### src/design/scle_pkg.sv
// Package: widths, scan codes, action codes and key tables of the scan-code line editor.
`timescale 1ns / 1ps
package scle_pkg;

  localparam int LINE_LEN   = 128;
  localparam int TAB_SPACES = 4;
  localparam int KEY_CNT    = 54;

  localparam int SCAN_W = 8;
  localparam int CHAR_W = 7;
  localparam int CON_W  = 2;
  localparam int POS_W  = $clog2(LINE_LEN);
  localparam int CNT_W  = $clog2(TAB_SPACES + 1);
  localparam int IDX_W  = $clog2(KEY_CNT);

  typedef enum logic [1:0] {
    ACT_PRINT   = 2'd0,
    ACT_ERASE   = 2'd1,
    ACT_CLEAR   = 2'd2,
    ACT_CONSOLE = 2'd3
  } action_t;

  // Set-1 codes of interest
  localparam logic [SCAN_W-1:0] SC_BKSP     = 8'h0E;
  localparam logic [SCAN_W-1:0] SC_TAB      = 8'h0F;
  localparam logic [SCAN_W-1:0] SC_ENTER    = 8'h1C;
  localparam logic [SCAN_W-1:0] SC_CTRL     = 8'h1D;
  localparam logic [SCAN_W-1:0] SC_CTRL_BRK = 8'h9D;
  localparam logic [SCAN_W-1:0] SC_L        = 8'h26;
  localparam logic [SCAN_W-1:0] SC_LSHIFT   = 8'h2A;
  localparam logic [SCAN_W-1:0] SC_LSH_BRK  = 8'hAA;
  localparam logic [SCAN_W-1:0] SC_RSHIFT   = 8'h36;
  localparam logic [SCAN_W-1:0] SC_RSH_BRK  = 8'hB6;
  localparam logic [SCAN_W-1:0] SC_ALT      = 8'h38;
  localparam logic [SCAN_W-1:0] SC_ALT_BRK  = 8'hB8;
  localparam logic [SCAN_W-1:0] SC_SPACE    = 8'h39;
  localparam logic [SCAN_W-1:0] SC_CAPS     = 8'h3A;
  localparam logic [SCAN_W-1:0] SC_F1       = 8'h3B;
  localparam logic [SCAN_W-1:0] SC_F3       = 8'h3D;

  localparam logic [CHAR_W-1:0] CH_NL    = 7'h0A;
  localparam logic [CHAR_W-1:0] CH_SPACE = 7'h20;

  typedef logic [0:KEY_CNT-1][7:0] key_tbl_t;

  localparam key_tbl_t TBL_PLAIN =
    "..1234567890-=..qwertyuiop[]..asdfghjkl;'`.\\zxcvbnm,./";
  localparam key_tbl_t TBL_CAPS =
    "..1234567890-=..QWERTYUIOP[]..ASDFGHJKL;'`.\\ZXCVBNM,./";
  localparam key_tbl_t TBL_SHIFT =
    "..!@#$%^&*()_+..QWERTYUIOP{}..ASDFGHJKL:\"~.|ZXCVBNM<>?";
  localparam key_tbl_t TBL_CAPS_SHIFT =
    "..!@#$%^&*()_+..qwertyuiop{}..asdfghjkl:\"~.|zxcvbnm<>?";

  typedef struct packed {
    action_t           action;
    logic [CHAR_W-1:0] char_out;
    logic [CON_W-1:0]  console_num;
    logic              line_ready;
  } run_t;

endpackage

### src/design/scle_ifs.sv
// Interfaces: scan-code input channel and console action result channel.
`timescale 1ns / 1ps
interface scle_in_if;
  import scle_pkg::*;
  logic              valid;
  logic              ready;
  logic [SCAN_W-1:0] scan_code;
  modport source (output valid, output scan_code, input ready);
  modport sink   (input valid, input scan_code, output ready);
endinterface

interface scle_out_if;
  import scle_pkg::*;
  logic              valid;
  logic              ready;
  logic [1:0]        action;
  logic [CHAR_W-1:0] char_out;
  logic [CON_W-1:0]  console_num;
  logic              line_ready;
  logic              last_of_run;
  modport source (output valid, output action, output char_out, output console_num,
                  output line_ready, output last_of_run, input ready);
  modport sink   (input valid, input action, input char_out, input console_num,
                  input line_ready, input last_of_run, output ready);
endinterface

### src/design/scancode_to_ascii_line_editor_core.sv
// Top level: set-1 scan-code decoder and line editor with a registered result run.
`timescale 1ns / 1ps
// Usage
// - in_ch carries one raw set-1 scan code per transfer (valid/ready).
// - out_ch carries console actions: print, erase, clear screen, switch
//   console. One scan code gives zero to four results; the last one has
//   last_of_run set.
// - Decoding, modifier update and line position update all happen in the
//   cycle of the input transfer; the results sit in a run register and are
//   shown from the next cycle on, one per cycle while out_ch is ready.
// - A tab gives up to four results, as the run counter replays the space.
//   A new code is taken in the same cycle as the last result of the
//   previous run leaves.
// - A stalled out_ch holds the current result; in_ch stays not ready until
//   the run's last result is transferred.
// - Reset (rst_n low, synchronous) clears caps lock, shift, ctrl, alt, the
//   line position and any pending run.
// - The line holds LINE_LEN-1 characters; further characters are dropped,
//   newline is always printed and returns the position to zero.
module scancode_to_ascii_line_editor_core (
  input  logic        clk,
  input  logic        rst_n,
  scle_in_if.sink     in_ch,
  scle_out_if.source  out_ch
);
  import scle_pkg::*;

  localparam logic [POS_W-1:0] POS_FULL = POS_W'(LINE_LEN - 1);
  localparam logic [POS_W-1:0] TAB_MAX  = POS_W'(TAB_SPACES);

  // modifier and line state
  logic             caps_r, caps_nxt;
  logic             shift_r, shift_nxt;
  logic             ctrl_r, ctrl_nxt;
  logic             alt_r, alt_nxt;
  logic [POS_W-1:0] pos_r, pos_nxt;

  // result run: fields shared by every result, count of results still to go
  run_t             run_r, run_nxt;
  logic [CNT_W-1:0] cnt_r, cnt_nxt;

  logic              in_xfer;
  logic              out_xfer;
  logic [SCAN_W-1:0] c;
  logic              printable;
  logic [IDX_W-1:0]  idx;
  logic [7:0]        key_byte;
  logic [POS_W-1:0]  room;
  logic [CNT_W-1:0]  tab_n;
  logic              line_full;

  assign out_xfer    = out_ch.valid && out_ch.ready;
  // free, or the run's last result leaves now
  assign in_ch.ready = (cnt_r == '0) || ((cnt_r == CNT_W'(1)) && out_ch.ready);
  assign in_xfer     = in_ch.valid && in_ch.ready;
  assign c           = in_ch.scan_code;

  assign out_ch.valid       = (cnt_r != '0);
  assign out_ch.action      = run_r.action;
  assign out_ch.char_out    = run_r.char_out;
  assign out_ch.console_num = run_r.console_num;
  assign out_ch.line_ready  = run_r.line_ready;
  assign out_ch.last_of_run = (cnt_r == CNT_W'(1));

  always_comb begin
    printable = c inside {[8'h02:8'h0D], [8'h10:8'h1B], [8'h1E:8'h29], [8'h2B:8'h35]};
  end

  // index stays in table range; it only matters for printable codes
  assign idx = printable ? c[IDX_W-1:0] : '0;

  always_comb begin
    case ({caps_nxt, shift_nxt})
      2'b00:   key_byte = TBL_PLAIN[idx];
      2'b01:   key_byte = TBL_SHIFT[idx];
      2'b10:   key_byte = TBL_CAPS[idx];
      default: key_byte = TBL_CAPS_SHIFT[idx];
    endcase
  end

  assign line_full = (pos_r >= POS_FULL);
  assign room      = POS_FULL - pos_r;
  assign tab_n     = (room >= TAB_MAX) ? CNT_W'(TAB_SPACES) : room[CNT_W-1:0];

  // modifiers update before the key itself is decoded
  always_comb begin
    caps_nxt  = caps_r ^ (c == SC_CAPS);
    ctrl_nxt  = ctrl_r;
    alt_nxt   = alt_r;
    shift_nxt = shift_r;
    if (c == SC_CTRL) begin
      ctrl_nxt = 1'b1;
    end else if (c == SC_CTRL_BRK) begin
      ctrl_nxt = 1'b0;
    end
    if (c == SC_ALT) begin
      alt_nxt = 1'b1;
    end else if (c == SC_ALT_BRK) begin
      alt_nxt = 1'b0;
    end
    if (c == SC_LSHIFT || c == SC_RSHIFT) begin
      shift_nxt = 1'b1;
    end else if (c == SC_LSH_BRK || c == SC_RSH_BRK) begin
      shift_nxt = 1'b0;
    end
  end

  // decode: ctrl wins over alt, both over printing
  always_comb begin
    run_nxt             = run_r;
    cnt_nxt             = cnt_r;
    pos_nxt             = pos_r;
    if (out_xfer) begin
      cnt_nxt = cnt_r - CNT_W'(1);
    end
    if (in_xfer) begin
      run_nxt.action      = ACT_PRINT;
      run_nxt.char_out    = '0;
      run_nxt.console_num = '0;
      run_nxt.line_ready  = 1'b0;
      cnt_nxt             = '0;
      if (ctrl_nxt && c == SC_L) begin
        run_nxt.action = ACT_CLEAR;
        cnt_nxt        = CNT_W'(1);
      end else if (alt_nxt && c >= SC_F1 && c <= SC_F3) begin
        run_nxt.action      = ACT_CONSOLE;
        run_nxt.console_num = CON_W'(c - SC_CAPS);
        cnt_nxt             = CNT_W'(1);
      end else if (printable) begin
        run_nxt.char_out = key_byte[CHAR_W-1:0];
        if (!line_full) begin
          cnt_nxt = CNT_W'(1);
          pos_nxt = pos_r + POS_W'(1);
        end
      end else if (c == SC_ENTER) begin
        run_nxt.char_out   = CH_NL;
        run_nxt.line_ready = 1'b1;
        cnt_nxt            = CNT_W'(1);
        pos_nxt            = '0;
      end else if (c == SC_SPACE) begin
        run_nxt.char_out = CH_SPACE;
        if (!line_full) begin
          cnt_nxt = CNT_W'(1);
          pos_nxt = pos_r + POS_W'(1);
        end
      end else if (c == SC_TAB) begin
        // spaces up to the tab width, stopping at the end of the line
        run_nxt.char_out = CH_SPACE;
        if (!line_full) begin
          cnt_nxt = tab_n;
          pos_nxt = pos_r + POS_W'(tab_n);
        end
      end else if (c == SC_BKSP) begin
        run_nxt.action = ACT_ERASE;
        if (pos_r != '0) begin
          cnt_nxt = CNT_W'(1);
          pos_nxt = pos_r - POS_W'(1);
        end
      end
    end
  end

  always_ff @(posedge clk) begin
    if (!rst_n) begin
      caps_r  <= 1'b0;
      shift_r <= 1'b0;
      ctrl_r  <= 1'b0;
      alt_r   <= 1'b0;
      pos_r   <= '0;
      cnt_r   <= '0;
    end else begin
      if (in_xfer) begin
        caps_r  <= caps_nxt;
        shift_r <= shift_nxt;
        ctrl_r  <= ctrl_nxt;
        alt_r   <= alt_nxt;
      end
      pos_r <= pos_nxt;
      cnt_r <= cnt_nxt;
    end
  end

  always_ff @(posedge clk) begin
    run_r <= run_nxt;
  end

endmodule
### src/flat_wrapper.sv
// flat-port wrapper written by rule: the top's interface ports become plain ports
module scancode_to_ascii_line_editor_core_flat import scle_pkg::*;
  (clk, rst_n, in_ch_valid, in_ch_scan_code, in_ch_ready, out_ch_valid, out_ch_action, out_ch_char_out, out_ch_console_num, out_ch_line_ready, out_ch_last_of_run, out_ch_ready);
  scle_in_if in_ch_i ();
  scle_out_if out_ch_i ();
  input  logic clk;
  input  logic rst_n;
  input wire logic [$bits(in_ch_i.valid)-1:0] in_ch_valid;
  input wire logic [$bits(in_ch_i.scan_code)-1:0] in_ch_scan_code;
  output wire logic [$bits(in_ch_i.ready)-1:0] in_ch_ready;
  output wire logic [$bits(out_ch_i.valid)-1:0] out_ch_valid;
  output wire logic [$bits(out_ch_i.action)-1:0] out_ch_action;
  output wire logic [$bits(out_ch_i.char_out)-1:0] out_ch_char_out;
  output wire logic [$bits(out_ch_i.console_num)-1:0] out_ch_console_num;
  output wire logic [$bits(out_ch_i.line_ready)-1:0] out_ch_line_ready;
  output wire logic [$bits(out_ch_i.last_of_run)-1:0] out_ch_last_of_run;
  input wire logic [$bits(out_ch_i.ready)-1:0] out_ch_ready;
  assign in_ch_i.valid = in_ch_valid;
  assign in_ch_i.scan_code = in_ch_scan_code;
  assign in_ch_ready = in_ch_i.ready;
  assign out_ch_valid = out_ch_i.valid;
  assign out_ch_action = out_ch_i.action;
  assign out_ch_char_out = out_ch_i.char_out;
  assign out_ch_console_num = out_ch_i.console_num;
  assign out_ch_line_ready = out_ch_i.line_ready;
  assign out_ch_last_of_run = out_ch_i.last_of_run;
  assign out_ch_i.ready = out_ch_ready;
  scancode_to_ascii_line_editor_core u_core (.clk(clk), .rst_n(rst_n), .in_ch(in_ch_i), .out_ch(out_ch_i));
endmodule
### config.mk
export PLATFORM = sky130hd
export DESIGN_NAME = scancode_to_ascii_line_editor_core_flat
export DESIGN_NICKNAME = d
export VERILOG_FILES = /design/src/design/scle_pkg.sv /design/src/design/scle_ifs.sv /design/src/design/scancode_to_ascii_line_editor_core.sv /design/src/flat_wrapper.sv
export SDC_FILE = /design/constraint.sdc
export NUM_CORES = 1
export LEC_CHECK = 0
export ABC_CLOCK_PERIOD_IN_PS = 4400
export BUFFER_PORTS_ARGS = -buffer_cell sky130_fd_sc_hd__buf_2
export CAP_MARGIN = 20
export CORE_MARGIN = 2
export CORE_UTILIZATION = 55
export DETAILED_ROUTE_END_ITERATION = 12
export PLACE_DENSITY = 0.8
export REMOVE_ABC_BUFFERS = 1
export SLEW_MARGIN = 10
export SYNTH_ARGS = -nofsm -noshare
export SYNTH_HDL_FRONTEND = slang
export SYNTH_SLANG_ARGS = --single-unit
### constraint.sdc
create_clock -name clk -period 4.4 [get_ports clk]
set_clock_uncertainty 0.1 [all_clocks]
set_input_delay 0 -clock clk [delete_from_list [all_inputs] [get_ports clk]]
set_output_delay 0 -clock clk [all_outputs]
set_load 0.05 [all_outputs]
==> results.cfg, run 1 <==
[sta]
fin_crit_ns = 3.34
relSlewSlack = 0.401
fin_tns_setup_ns = 0
max_freq_mhz = 299
report.final.hold_viol_count = 0
final_max_slew_viol_count = 0
tightest_slew_ns = 0.898
fin_ws_ns = 1.06
fin_crit_sh = 0.759
setup_viol_count_final = 0
grt_setup_unrepaired = no

[drt]
wl_met3_mm = 1.19
route.antenna.remaining_nets = 0
drc = 0
met2_length_mm = 4.00
drtPass1Iterations = 6
wire_per_inst_um = 19.0
wl_mm = 9.60
drt-met1-wl_mm = 4.22
vias = 3477
dr.max_layer_used = met4
drt-initial-drc-count = 507
viasPerCell = 6.87

[clock_tree]
clock_latency_ns = 0.28
h-tree-depth = 1
cts.path.max_buffers = 2
cts_tree = done
path_clk_slew_ns = 0.10
cts_buffers = 3
cts_setup_buffers = 0
cts.sinks = 26
ctsRootBufferMaster = clkbuf_8

[synth]
synth_seq_area_share = 0.200
yosys_warnings = 0
postSynth.asyncResetShare = 0
ys_seq_elements = 26
synth_edf_count = 12
syn_area_per_cell_um2 = 7.41
synth_cell_type_count = 73
synth_ff_type = dfxtp_1
syn_inst = 433
netlist_area_mm2 = 0.00321

[power]
p_sw_frac = 0.489
seqPwrFrac = 0.296
power_density_mw_per_mm2 = 351
total_leakage_power_nw = 1.33
p_clk_frac = 0.152
ir_drop_v = 0.000547
intPower_uw = 607
report.power.total_mw = 1.19
comb_power_share = 0.551
power_switching_uw = 580

[floorplan]
start_util = 0.575
die_w_um = 80.4
dieArea_mm2 = 0.00646
rows = 27
chipHeight_um = 80.4
ioPinCount = 27
core-area_mm2 = 0.00557

[setup_path]
slowest_stage = buf_2
crit_family = simple AND/OR/NAND/NOR gates
worstPathCellList = buf_2 -> and3_1 -> and3_1 -> inv_1 -> or2_2 -> ha_1 -> nor2b_1 -> o21ai_0 -> a21oi_1 -> or3_1 -> a2111oi_0 -> o21ai_0 -> a31oi_1
crit_buf_inv = 2
crit_path_end_kind = register
worstPathRequired_ns = 4.52
critPathLaunchType = input pin
critical_path_class = in -> reg
cp_slowest_stage_delay_ns = 0.45
crit_fanout = 32
cp_data_arrival_time_ns = 3.46

[global_routing]
grt_first_pass_wirelength_mm = 16.0
grt_max_degree = 33
first_global_vias = 3167
grt_use_total = 0.312
grt_antenna_before_repair = 0
grt_overflow = 0

[status]
status = finished clean

[place]
gp_congestion = 1.01
place_ws_ns = 0.800
dp_hpwl_mm = 6.90
dp.cells = 500
port_buffers = 26

[final_layout]
nets = 471
final_util = 0.606
area_growth_pct = 5.31
mostFrequentLayoutCells = 41 x nand2_1, 41 x a21oi_1, 32 x nor2_1, 27 x inv_1, 26 x buf_2
diodes = 0
drive_gt1_frac = 0.111
stdcell_count = 506

[flow_run]
maxCapViolations = 0

[hold_path]
hold_class = in -> reg
==> Yosys cell counts, drive strengths merged, types with 8 or more instances <==
cell	n	share of area
nand3	12	0.019
nor2	34	0.041
nor4	8	0.020
buf	17	0.030
nand2	42	0.050
ha	23	0.090
o21ai	24	0.037
edfxtp	12	0.11
inv	29	0.034
nor3	10	0.016
dfxtp	14	0.087
a21oi	41	0.064
clkbuf	17	0.020
==> sequential cells by signal, indices dropped and copies added, names as in the netlist <==
register	flops
u_core.out_ch.action	2
u_core.pos_r	7
u_core.out_ch.console_num	2
u_core.cnt_r	3
u_core.ctrl_r	1
u_core.shift_r	1
u_core.alt_r	1
u_core.caps_r	1
u_core.out_ch.char_out	7
u_core.out_ch.line_ready	1
==> metrics by stage <==
step                      instance area (um2)  hold WS [ns]
after global placement                   3290         0.137
after global routing                     3380        0.0456
final                                    3380        0.0299
after CTS                                3380        0.0205
after detailed placement                 3290         0.146
after floorplan                          3050        0.0109
==> layout make-up <==
class | count | area, um2
tap | 72 | 90.1
multi-input combinational | 344 | 2300
clock buffer | 4 | 66.3
sequential | 26 | 641
timing repair buffer | 31 | 173
fill | 526 | 2200
inverter | 29 | 109
==> cell families after synthesis <==
kind of cell               count (synthesis)  share of synthesized area
and+or+nand+nor                          160                      0.261
adders and majority gates                 24                     0.0960
AOI/OAI and AO/OA                        145                      0.316
muxes                                      7                     0.0219
DFF                                       26                      0.200
buffers and inverters                     63                     0.0835
xor gates and xnor gates                   8                     0.0219
==> layer usage <==
layer | vias to the layer above | global-route usage
li1 | 1617 | -
met3 | 25 | 0.0539
met5 | - | 0
met2 | 243 | 0.455
met4 | 0 | 0.0881
met1 | 1592 | 0.467
==> what timing repair did <==
action                                  in CTS  in global routing
hold endpoints to repair                     3                  0
hold buffers                                 2                  0
gates resized for setup                      0                  0
endpoints found under the setup margin       0                  0
==> path summary, 6_finish.rpt <==
check / startpoint / end / slack (ns) / cells after the start
min reg2reg: u_core.ctrl_r / u_core.ctrl_r / 0.37 / 2
min: in_ch_scan_code[7] / u_core.alt_r / 0.03 / 2
max: in_ch_scan_code[3] / u_core.pos_r[6] / 1.06 / 13
max reg2reg: u_core.pos_r[3] / u_core.pos_r[6] / 1.13 / 11
==> power by group through the flow <==
| stage | Clock, mW | Sequential, mW | Combinational, mW |
|---|---|---|---|
| CTS | 0.181 | 0.351 | 0.648 |
| floorplan | 0 | 0.472 | 0.371 |
| global placement | 0 | 0.355 | 0.636 |
| detailed placement | 0 | 0.356 | 0.645 |
| global route | 0.191 | 0.360 | 0.712 |
| finish | 0.181 | 0.351 | 0.654 |
Power figures use the tool's default switching activity.
==> run 2: changes to the inputs <==
ABC_AREA = 1   (was unset)
ABC_CLOCK_PERIOD_IN_PS = 3000   (was 4400)
PLACE_DENSITY = 0.83   (was 0.8)
clock period = 3 ns   (was 4.4 ns; I/O delays follow)
==> run 2 against run 1 <==
Count of clock-buffer cells in the layout shrank 1. Flip-flop and latch count stayed put. Synthesized cell count increased by 18%. Register-to-register slack got worse by 0.84 ns. First-iteration DRC count decreased by 0.79%. Utilization grew 0.34 points. Combinational power increased by 57%. Synthesized area decreased by 4.0%. Non-clock buffer count up 4. Final area decreased by 1.3%. Global-route usage down 2.4 points. Critical path type is now reg -> reg. Critical endpoint unchanged. Largest cell class unchanged. Highest routed layer unchanged.
==> results.cfg, run 2 <==
[power]
power_density_mw_per_mm2 = 556
p_sw_frac = 0.488
ir_drop_v = 0.000315
comb_power_share = 0.556
power_switching_uw = 906
intPower_uw = 950
total_leakage_power_nw = 1.73
seqPwrFrac = 0.281
p_clk_frac = 0.163

[sta]
grt_setup_unrepaired = no
report.final.hold_viol_count = 0
fin_crit_sh = 0.904
max_freq_mhz = 369
fin_tns_setup_ns = 0
relSlewSlack = 0.605
setup_viol_count_final = 0
final_max_slew_viol_count = 0
fin_crit_ns = 2.71
tightest_slew_ns = 0.586
whs_ns = 0.0168

[setup_path]
crit_fanout = 6
cp_data_arrival_time_ns = 2.80
reg2reg_depth = 17
r2r-end = u_core.pos_r[6]
critical_path_class = reg -> reg
crit_path_end_kind = register
reg2reg_slack_ns = 0.29
critPathLaunchType = register
worstPathRequired_ns = 3.09
timing.rr.start = u_core.pos_r[4]

[synth]
synth_edf_count = 12
yosys_warnings = 0
synth_most_common_cell = nand2_1
syn_area_per_cell_um2 = 6.04
netlist_area_mm2 = 0.00308
synth_ff_type = dfxtp_1
synth_cell_type_count = 41
synth_common_cells = 170 x nand2_1, 64 x inv_1, 49 x nor2_1
synth_seq_area_share = 0.208
ys_seq_elements = 26
synth_top_cell_by_area = nand2_1
syn_inst = 510
synthDominantCellAreaShare = 0.207
postSynth.asyncResetShare = 0
synth_area_leaders = nand2_1 21%, edfxtp_1 12%, ha_1 9.3%

[clock_tree]
cts_tree = done
cts_setup_buffers = 0
cts_buffers = 3
ctsRootBufferMaster = clkbuf_8
clock_latency_ns = 0.28
path_clk_slew_ns = 0.10
cts.path.max_buffers = 2
h-tree-depth = 1
cts.sinks = 26

[final_layout]
nets = 571
mostFrequentLayoutCells = 170 x nand2_1, 64 x inv_1, 49 x nor2_1, 39 x nand3_1, 29 x a21oi_1
diodes = 0
fin_area_mm2 = 0.00333
stdcell_count = 606
area_growth_pct = 8.29
layout_commonest_cell = nand2_1
drive_gt1_frac = 0.114

[floorplan]
rows = 27
chipHeight_um = 78.8
ioPinCount = 27
die_w_um = 78.8
dieArea_mm2 = 0.00621
core-area_mm2 = 0.00547
start_util = 0.563

[global_routing]
grt_overflow = 0
grt_use_total = 0.288
grt_max_degree = 21
grt_antenna_before_repair = 0
grt_first_pass_wirelength_mm = 14.6
first_global_vias = 3242

[drt]
viasPerCell = 5.92
wire_per_inst_um = 14.5
drtPass1Iterations = 7
drt-initial-drc-count = 503
vias = 3585
drt-met1-wl_mm = 3.54
wl_mm = 8.77
route.antenna.remaining_nets = 0
met2_length_mm = 3.96
wl_met3_um = 920
drc = 0
dr.max_layer_used = met4

[hold_path]
hold_class = in -> reg
hp-start = in_ch_scan_code[1]
hold_depth = 2
holdPathEnd = u_core.out_ch.console_num[1]

[place]
dp.cells = 601
dp_hpwl_mm = 6.71
port_buffers = 26
gp_congestion = 0.950
placed_area_mm2 = 0.00325

[status]
status = finished clean

[flow_run]
maxCapViolations = 0
[run 2: changes by cell type after synthesis, sizes merged, moves of 12 or more]
cell    previous run  this run
inv               29        71
nand3             12        41
clkbuf            17         1
a21oi             41        29
nor2              34        50
nand2             42       177
[run 2: metrics by stage]
stage	util	setup slack, ns	power, mW
after floorplan	-	0.165	1.29
after global placement	0.593	0.279	1.52
after detailed placement	0.593	0.119	1.54
after CTS	0.608	0.0993	1.84
after global routing	0.609	0.0235	1.98
final	0.609	0.289	1.86
[run 2: timing repair]
| action | CTS | global route |
|---|---|---|
| hold endpoints to repair | 7 | 0 |
| hold buffers | 1 | 0 |
| resized for setup | 0 | 4 |
| setup endpoints to repair | 0 | 1 |
[run 2: power by group through the flow]
stage | Combinational (mW) | Sequential, mW | Clock, mW
floorplan | 0.609 | 0.684 | 0
global placement | 0.998 | 0.525 | 0
detailed placement | 1.01 | 0.528 | 0
CTS | 1.01 | 0.521 | 0.305
global route | 1.13 | 0.533 | 0.318
finish | 1.03 | 0.522 | 0.302
[run 2: how the worst max path moves through the flow]
stage	from	end	slack (ns)	cells past startpoint
after floorplan	u_core.cnt_r[1]	u_core.cnt_r[1]	0.17	10
after global placement	u_core.pos_r[4]	u_core.pos_r[6]	0.28	17
after detailed placement	u_core.pos_r[4]	u_core.pos_r[6]	0.12	17
after CTS	u_core.pos_r[4]	u_core.pos_r[6]	0.1	17
after global routing	u_core.pos_r[4]	u_core.pos_r[6]	0.02	17
final	u_core.pos_r[4]	u_core.pos_r[6]	0.29	17
[run 2: cell families (layout without fill, tap and decap cells)]
family | after synthesis | count (layout) | share of synthesized area
buffers and inverters | 87 | 111 | 0.124
adders and majority gates | 24 | 24 | 0.100
AOI/OAI and AO/OA | 81 | 81 | 0.152
and+or+nand+nor | 283 | 283 | 0.390
xor gates and xnor gates | 9 | 9 | 0.0256
DFF | 26 | 26 | 0.208
[run 2: layout make-up]
class                   instances  area (um2)
clock buffers                   3        41.3
clock inverters                 1        30.0
fillers                       526        2140
inverters                      72         270
multi-input cells             397        2060
flip-flops and latches         26         643
well taps                      72        90.1
repair buffers                 35         200
[run 2: routing by layer]
layer,vias up,global-route usage
li1,1694,-
met1,1565,0.373
met2,274,0.490
met3,52,0.0364
met4,0,0.109
met5,-,0
[run 2: critical path: stages, from the launching register on]
cell,delay [ns]
dfxtp_2,0.39
nand2_1,0.10
nor2_1,0.10
nand3_1,0.19
inv_1,0.12
nand2_1,0.08
nand2_1,0.07
ha_1,0.15
inv_1,0.06
fa_1,0.42
o21ai_2,0.19
a21oi_1,0.09
o21bai_1,0.15
xnor2_1,0.07
o21ai_0,0.14
nand2_1,0.07
nor2_1,0.08
nor2_1,0.04
==> run 3: changes to the inputs <==
ABC_AREA = unset   (was 1)
BUFFER_PORTS_ARGS = unset   (was -buffer_cell sky130_fd_sc_hd__buf_2)
DONT_BUFFER_PORTS = 1   (was unset)
PLACE_DENSITY = 0.79   (was 0.83)
==> run 3 against run 2 <==
Global-route usage grew 3.0 points. First-iteration DRC count is 7.0% higher. Final cell count decreased by 15%. Total power is 4.6% lower. Sequential share of layout area is 1.4 points lower. Critical endpoint unchanged. Utilization up 3.4 points. Register-to-register slack got worse by 0.18 ns. Largest power group unchanged. Count of clock-buffer cells in the layout grew 1.
==> results.cfg, run 3 (synthesis results as in run 1) <==
[floorplan]
dieArea_mm2 = 0.00646
chipHeight_um = 80.4
ioPinCount = 27
rows = 27
start_util = 0.575
die_w_um = 80.4
core-area_mm2 = 0.00557

[final_layout]
area_growth_pct = 11.7
drive_gt1_frac = 0.129
mostFrequentLayoutCells = 41 x nand2_1, 41 x a21oi_1, 32 x nor2_1, 28 x buf_4, 26 x inv_1
nets = 478
final_util = 0.643
diodes = 0

[drt]
drc = 0
vias = 3560
viasPerCell = 6.94
wire_per_inst_um = 19.8
drt-met1-wl_mm = 4.24
drt-initial-drc-count = 538
wl_mm = 10.2
route.antenna.remaining_nets = 0
drtPass1Iterations = 7
wl_met3_mm = 1.33
dr.max_layer_used = met4
met2_length_mm = 4.28

[place]
place_ws_ns = 0.0496
port_buffers = 0
dp_hpwl_mm = 7.00
gp_congestion = 1.08

[clock_tree]
cts.path.max_buffers = 2
cts.sinks = 26
cts_tree = done
path_clk_slew_ns = 0.10
clock_latency_ns = 0.28
h-tree-depth = 1
cts_buffers = 3
ctsRootBufferMaster = clkbuf_8

[sta]
fin_crit_ns = 2.89
final_max_slew_viol_count = 0
fin_ws_ns = 0.114
max_freq_mhz = 346
report.final.hold_viol_count = 0
relSlewSlack = 0.467
fin_crit_sh = 0.962
whs_ns = 0.0137
grt_setup_unrepaired = yes
tightest_slew_ns = 0.796
setup_viol_count_final = 0

[power]
report.power.total_mw = 1.77
power_density_mw_per_mm2 = 494
ir_drop_v = 0.000653
total_leakage_power_nw = 1.38

[global_routing]
grt_overflow = 0
grt_use_total = 0.318
grt_first_pass_wirelength_mm = 16.2
first_global_vias = 3225
grt_antenna_before_repair = 0
grt_max_degree = 45

[hold_path]
holdPathEnd = u_core.out_ch.char_out[0]
hold_depth = 3
hold_class = in -> reg
hp-start = in_ch_scan_code[5]

[setup_path]
reg2reg_depth = 11
worstPathRequired_ns = 3.11
critical_path_class = reg -> reg
timing.rr.start = u_core.pos_r[4]
critPathLaunchType = register
cp_data_arrival_time_ns = 3.00
reg2reg_slack_ns = 0.11
crit_fanout = 5
crit_path_end_kind = register
r2r-end = u_core.pos_r[6]

[status]
status = finished clean

[flow_run]
maxCapViolations = 0
==> run 3: cell count changes in the layout (fill, tap and decap cells not counted), moves of 8 or more <==
cell | before | now
nor2_1 | 49 | 32
nand3_1 | 39 | 11
nand2_1 | 170 | 41
a21oi_1 | 29 | 41
dlygate4sd3_1 | 1 | 9
buf_4 | 8 | 28
inv_1 | 64 | 26
buf_2 | 26 | 0
==> run 3: layout make-up <==
cell class	instances	area [um2]
sequential	26	642
clock buffer	4	66.3
multi-input combinational	344	2350
inverter	29	113
tap	72	90.1
fill	487	1990
timing repair buffer	38	320
==> run 3: where the power goes <==
part / internal, mW / total [mW] / switching [mW]
combinational: 0.310 / 0.807 / 0.497
sequential: 0.474 / 0.695 / 0.221
clock: 0.145 / 0.268 / 0.123
==> run 3: critical path, cell delays in order (launching register included) <==
cell and delay, ns:
dfxtp_1 0.34, and3_4 0.19, nand3_2 0.11, or2_2 0.34, ha_4 0.26, nor2b_1 0.13, o21ai_1 0.18, a21oi_1 0.10
or3_1 0.39, a2111oi_2 0.37, o21ai_0 0.11, a31oi_1 0.18
==> run 3: how the worst max path moves through the flow <==
stage	start	to	slack [ns]	cells past startpoint
global route	u_core.pos_r[3]	u_core.pos_r[6]	-0.10	11
CTS	u_core.cnt_r[0]	u_core.alt_r	0.06	9
detailed placement	u_core.pos_r[4]	u_core.pos_r[6]	0.05	11
global placement	in_ch_scan_code[4]	u_core.out_ch.char_out[1]	0.11	10
finish	u_core.pos_r[4]	u_core.pos_r[6]	0.11	11
floorplan	in_ch_scan_code[4]	u_core.out_ch.char_out[2]	-0.18	9
==> run 3: repair_timing <==
action | CTS | global route
buffers inserted | 0 | 5
pin swaps | 0 | 4
endpoints found under the hold margin | 11 | 0
hold buffers | 9 | 0
gates resized for setup | 1 | 13
setup endpoints to repair | 1 | 10
==> run 3: layer usage <==
| layer | global-route usage | up-vias |
|---|---|---|
| met3 | 0.0955 | 44 |
| met1 | 0.437 | 1613 |
| met5 | 0 | - |
| met2 | 0.477 | 271 |
| li1 | - | 1632 |
| met4 | 0.0949 | 0 |
==> run 3: metrics by stage <==
stage                     setup TNS (ns)  area [um2]  cells
final                                  0        3580    513
after global routing              -0.101        3580    513
after global placement                 0        3320    495
after detailed placement               0        3320    495
after CTS                              0        3470    508
after floorplan                   -0.569        3050    399
